### config.mk
export PLATFORM = sky130hd
export DESIGN_NAME = lbp_code_unit
export DESIGN_NICKNAME = d
export VERILOG_FILES = /design/src/hw/rtl/lbp_pkg.sv /design/src/hw/rtl/lbp_code_unit.sv
export SDC_FILE = /design/constraint.sdc
export NUM_CORES = 1
export LEC_CHECK = 0
export ABC_AREA = 1
export BUFFER_PORTS_ARGS = -buffer_cell sky130_fd_sc_hd__buf_4
export CAP_MARGIN = 5
export CORE_MARGIN = 10
export CORE_UTILIZATION = 60
export CTS_CLUSTER_SIZE = 8
export DETAILED_ROUTE_END_ITERATION = 6
export PLACE_DENSITY = 0.79
export SLEW_MARGIN = 20
export SYNTH_ARGS = -nofsm -noshare
export SYNTH_HDL_FRONTEND = slang
export SYNTH_SLANG_ARGS = --single-unit
### constraint.sdc
create_clock -name i_clk -period 3.69 [get_ports i_clk]
set_input_delay 0.738 -clock i_clk [delete_from_list [all_inputs] [get_ports i_clk]]
set_output_delay 0.738 -clock i_clk [all_outputs]
set_load 0.01 [all_outputs]
### src/hw/rtl/lbp_pkg.sv
// Types and constants shared by the lbp pixel coder modules
package lbp_pkg;

    localparam int PX_W       = 8;
    localparam int POS_W      = 11;
    localparam int REG_W      = 12;
    localparam int MAX_HEIGHT = 2048;
    localparam int IMG_W_RST  = 640;
    localparam int IMG_H_RST  = 480;

    typedef logic [PX_W-1:0]  t_px;
    typedef logic [POS_W-1:0] t_pos;

    typedef enum logic [0:0] {
        CFG_IMG_WIDTH  = 1'b0,
        CFG_IMG_HEIGHT = 1'b1
    } t_cfg_idx;

    // neighbour weights, [row offset][column offset], top-left first
    localparam t_px W_TAB [3][3] = '{
        '{8'd64, 8'd128, 8'd1},
        '{8'd32, 8'd0,   8'd2},
        '{8'd16, 8'd8,   8'd4}
    };

    // one line store entry: previous row and the row before it
    typedef struct packed {
        t_px a;
        t_px b;
    } t_line_pair;

    // new window column, oldest row first
    typedef struct packed {
        t_px top;
        t_px mid;
        t_px bot;
    } t_column;

    // position of the incoming pixel and the border flags derived from it
    typedef struct packed {
        t_pos row;
        t_pos col;
        logic row_ge1;
        logic row_ge2;
        logic row_last;
        logic col_ge1;
        logic col_ge2;
        logic col_last;
    } t_item;

endpackage

### src/hw/rtl/lbp_code_unit.sv
// 3x3 window, result sequencing and code computation with output register
module lbp_code_unit (
    input  logic             i_clk,
    input  logic             i_rst_n,
    input  logic             i_load,
    input  lbp_pkg::t_item   i_item,
    input  lbp_pkg::t_column i_column,
    output logic             o_ready,
    output logic             o_valid,
    input  logic             i_stall,
    output lbp_pkg::t_px     o_code,
    output lbp_pkg::t_pos    o_out_row,
    output lbp_pkg::t_pos    o_out_col,
    output logic             o_run_last
);
    import lbp_pkg::*;

    t_px   r_win [3][3];     // [column age, 2 newest][row, 2 newest]
    t_item r_item;
    logic  r_vld;
    logic  r_ri;
    logic  r_ci;
    logic  r_o_vld;
    t_px   r_o_code;
    t_pos  r_o_row;
    t_pos  r_o_col;
    logic  r_o_last;

    logic       dr;
    logic       dc;
    logic       row_nz;
    logic       col_nz;
    logic [1:0] ridx [3];
    logic [1:0] cidx [3];
    t_px        centre;
    t_px        code;
    logic       ri_end;
    logic       ci_end;
    logic       last;
    logic       fire;
    t_pos       tgt_row;
    t_pos       tgt_col;

    always_comb begin
        // target is one row / column back unless on the far border
        dr     = !r_ri && r_item.row_ge1;
        dc     = !r_ci && r_item.col_ge1;
        row_nz = dr ? r_item.row_ge2 : r_item.row_ge1;
        col_nz = dc ? r_item.col_ge2 : r_item.col_ge1;
        ridx[2] = 2'd2;
        ridx[1] = dr ? 2'd1 : 2'd2;
        ridx[0] = ridx[1] - {1'b0, row_nz};
        cidx[2] = 2'd2;
        cidx[1] = dc ? 2'd1 : 2'd2;
        cidx[0] = cidx[1] - {1'b0, col_nz};
        centre = r_win[cidx[1]][ridx[1]];
        code   = '0;
        for (int dy = 0; dy < 3; dy++) begin
            for (int dx = 0; dx < 3; dx++) begin
                if (r_win[cidx[dx]][ridx[dy]] >= centre) begin
                    code = code | W_TAB[dy][dx];
                end
            end
        end
        tgt_row = r_item.row - {{(POS_W-1){1'b0}}, dr};
        tgt_col = r_item.col - {{(POS_W-1){1'b0}}, dc};
        ri_end  = (r_ri == (r_item.row_ge1 & r_item.row_last));
        ci_end  = (r_ci == (r_item.col_ge1 & r_item.col_last));
        last    = ri_end && ci_end;
        fire    = r_vld && (!r_o_vld || !i_stall);
        o_ready = !r_vld || (fire && last);
    end

    always_ff @(posedge i_clk) begin
        if (!i_rst_n) begin
            r_vld <= 1'b0;
            r_ri  <= 1'b0;
            r_ci  <= 1'b0;
            r_win <= '{default: '0};
        end else if (i_load) begin
            r_win[0]    <= r_win[1];
            r_win[1]    <= r_win[2];
            r_win[2][0] <= i_column.top;
            r_win[2][1] <= i_column.mid;
            r_win[2][2] <= i_column.bot;
            r_vld <= (i_item.row_ge1 | i_item.row_last) & (i_item.col_ge1 | i_item.col_last);
            r_ri  <= 1'b0;
            r_ci  <= 1'b0;
        end else if (fire) begin
            if (last) begin
                r_vld <= 1'b0;
            end else if (ci_end) begin
                r_ci <= 1'b0;
                r_ri <= 1'b1;
            end else begin
                r_ci <= 1'b1;
            end
        end
    end

    always_ff @(posedge i_clk) begin
        if (i_load) begin
            r_item <= i_item;
        end
    end

    always_ff @(posedge i_clk) begin
        if (!i_rst_n) begin
            r_o_vld <= 1'b0;
        end else if (fire) begin
            r_o_vld <= 1'b1;
        end else if (!i_stall) begin
            r_o_vld <= 1'b0;
        end
    end

    always_ff @(posedge i_clk) begin
        if (fire) begin
            r_o_code <= code;
            r_o_row  <= tgt_row;
            r_o_col  <= tgt_col;
            r_o_last <= last;
        end
    end

    assign o_valid    = r_o_vld;
    assign o_code     = r_o_code;
    assign o_out_row  = r_o_row;
    assign o_out_col  = r_o_col;
    assign o_run_last = r_o_last;

endmodule

==> summary.md <==
| Metric | Value |
|---|---|
| Post-synthesis cell type count | `40` |
| Setup Fix Bufs, Post-CTS | `0` |
| Max Root-Sink Buffers | `2` |
| Slew margin rel. | `26.93%` |
| Worst path slowest cell | `o21ai_0` |
| Setup CP Type | `reg -> reg` |
| Synthesized area | `7368 um2` |
| I/O pin cnt | `89` |
| Antenna violations before repair | `0` |
| Max IR drop VDD | `0.4206 mV` |
| Clock slew at reported path FFs | `0.06 ns` |
| #FFs+latches synth | `135` |
| Register area share after synthesis | `44.69%` |
| Initial detailed-routing violation count | `775` |
| Clk_skew | `0.01632 ns` |
| # setup viols final | `0` |
| Max Freq | `311.1 MHz` |
| CP cell instances | `inv_2 -> nand2_4 -> o21ai_0 -> o21ai_0 -> ha_1 -> a21oi_1 -> nor2_1 -> a211oi_1 -> o21ai_2` |
| Clock root buffer | `clkbuf_16` |
| Post-Synthesis Cells | `842` |
| Final Hold Vio Count | `0` |
| Count of antenna-violating nets left after detailed routing | `0` |
| Worst Setup End Kind | `register` |
| Site Rows | `40` |
| Area grow syn2layout | `17.88%` |
| Synth warn | `0` |
| Post-layout nets | `1,042` |
| CTS sink cnt | `135` |
| Crit path max fanout | `42` |
| Setup TNS | `0 ns` |
| CTS Buf Count | `17` |
| Syn Area/Cell | `8.751 um2` |
| Resized cells post-CTS | `0` |
| Post-DP HPWL | `15,610 um` |
| Port Buffers | `88` |
| Unrepaired setup endpoints after global routing | `false` |
| # hold bufs at CTS | `0` |
| DR vias | `6,545` |
| Finished Core Util | `72.31%` |
| GPL Wtd Cong | `0.9767` |
| Global route overflow | `0` |
| CP max stage delay | `0.88 ns` |
| Tcrit/Tclk final | `87.11%` |
| CTS tree | `done` |
| Clk Latency, worst-skew pair | `0.43 ns` |
| Routed WL | `21,480 um` |
| Syn Nets | `963` |
| Pwr Density | `495.2 nW/um2` |
| Slew @ Worst Pin | `1.085 ns` |
| Detailed-router iteration count before antenna repair | `6` |
| Global-route wire length before repair | `33,960 um` |
| Antenna diodes | `0` |
| Ratio of cells with drive above 1 in the final layout | `15.74%` |
| Via density | `6.055` |
| Die Area | `17,110 um2` |
| Cell repeated most along the worst path | `o21ai_0` |
| FILL cells | `908` |
| Worst Path Required | `3.85 ns` |
| Max H-tree Level | `4` |
| Core area | `12,010 um2` |
| Residual DRC | `0` |
| Startpoint types | `register` |
| Status | `complete, no violations` |
| WL/cell | `19.87 um` |
| Crit path time final | `3.214 ns` |
| Fin. max-slew vios | `0` |
| Die W | `130.8 um` |
| Total track usage | `25.79%` |
| Static Leak | `3.618 nW` |
| Max_cap viols | `0` |
| Starting Density | `61.34%` |
| Worst Path Arrival | `3.37 ns` |
| Vias in the first global route | `6,337` |
| HP Class | `reg -> reg` |
| DIE HEIGHT | `130.8 um` |
| Pin count of the biggest net entering global routing | `67` |
[layout make-up]
type | instances | area [um2] | area share [%]
inverter | 122 | 457.9 | 5.272
tap | 147 | 183.9 | 2.118
sequential | 135 | 3293 | 37.91
clock inverter | 10 | 101.3 | 1.167
timing repair buffer | 100 | 750.7 | 8.643
multi-input combinational | 545 | 3392 | 39.05
clock buffer | 22 | 506.7 | 5.834
[stage by stage]
stage | total power, mW | hold slack [ns] | setup WS (ns) | instance area [um2] | std cells
6_report | 4.301 | 0.4724 | 0.4756 | 8686 | 1081
3_5_place_dp | 2.569 | 0.4582 | 0.5162 | 8075 | 1049
5_1_grt | 4.472 | 0.4734 | 0.2528 | 8686 | 1081
2_1_floorplan | 2.277 | 0.4426 | 1.188 | 7368 | 842
3_3_place_gp | 2.545 | 0.4517 | 0.6773 | 8075 | 1049
4_1_cts | 4.286 | 0.4713 | 0.4822 | 8683 | 1081
[layout by cell type, fill, tap and decap left out, types with 2 or more instances in the layout]
cell type,netlist,final
xnor2_1,6,6
inv_1,120,120
ha_1,65,65
nand2_2,2,2
nand3_1,39,39
inv_2,2,2
o211ai_1,3,3
clkbuf_16,0,19
nor2_4,2,2
nand2_1,125,125
nand4_1,9,9
nor2_1,37,37
nor3_1,6,6
dfxtp_1,76,76
a211oi_1,5,5
o21ai_2,3,3
clkinv_4,0,2
buf_4,2,100
edfxtp_1,59,59
nand3b_1,2,2
inv_6,0,2
nor3b_1,2,2
o21a_1,2,2
o2111ai_1,5,5
xor2_1,14,14
a21oi_2,2,2
a221oi_1,7,7
o22ai_1,58,58
o21ai_1,6,9
a21oi_1,50,50
clkbuf_8,0,2
inv_4,0,4
o21ai_0,69,66
o221ai_1,18,18
nand2_4,2,2
[synth_stat cells (all sizes together)]
cell | n | area, um2
or2 | 1 | 6.260
nand3b | 2 | 15.01
a211oi | 5 | 37.54
xnor2 | 6 | 52.55
clkbuf | 14 | 52.55
a21oi | 52 | 267.8
dfxtp | 76 | 1521
o2111ai | 5 | 43.79
o221ai | 18 | 157.7
inv | 122 | 457.9
buf | 26 | 175.2
o22ai | 58 | 362.9
nand2 | 129 | 504.2
o21ai | 78 | 401.6
edfxtp | 59 | 1772
nor3 | 6 | 30.03
and2 | 1 | 6.260
nand4 | 9 | 56.30
ha | 65 | 813.3
nor3b | 2 | 15.01
o21a | 2 | 15.01
a31oi | 1 | 6.260
nand3 | 40 | 205.2
mux2i | 1 | 10.01
a221oi | 8 | 76.32
nor2 | 39 | 161.4
o211ai | 3 | 22.52
xor2 | 14 | 122.6
[layer usage]
layer  share of wire, %  wire length, um  global-route usage [%]
met1                 43             9334                   35.91
met2                 45             9569                   38.66
met3                 11             2256                   6.245
met4                1.5              317                   8.044
met5                  0                0                       0
[final timing paths]
check / startpoint / end / slack (ns) / depth (start not counted)
worst max-delay path: r_ci / o_code[4] / 0.48 / 9
worst max register to register: r_ci / o_code[4] / 0.48 / 9
worst min register to register: r_win[69] / r_win[69] / 0.47 / 2
worst min-delay path: r_win[69] / r_win[69] / 0.47 / 2
[power breakdown]
part,total (mW),internal (mW),switching [mW]
clock network,1.73,1.06,0.679
registers,1.71,1.66,0.0509
logic,0.858,0.317,0.541
total,4.30,3.03,1.27
[sequential cells by signal, summed over array words and instances (netlist names)]
| name | flops |
|---|---|
| o_out_row | 11 |
| o_run_last | 1 |
| r_item | 28 |
| r_win | 72 |
| o_valid | 1 |
| r_ci | 1 |
| o_out_col | 11 |
| r_ri | 1 |
| o_code | 8 |
| r_vld | 1 |
[worst max-delay path, delay by kind of cell (launching register included)]
kind	cells	cell delay [ns]
AO/OA/AOI/OAI	5	1.53
AND/OR/NAND/NOR	2	0.43
flip-flops	1	0.42
adder cells (fa/ha/maj)	1	0.41
buffers and inverters	1	0.13
[cell families (layout without fill, tap and decap cells)]
logic type	count (synthesis)	in the layout	share of synthesized area [%]
xor+xnor	20	20	2.377
flops	135	135	44.69
fa+ha+maj	65	65	11.04
mux	1	1	0.1359
compound gates	230	230	18.88
simple gates	229	229	13.57
buf+inv	162	254	9.306
Note: power is estimated with default switching activity, not from simulation.
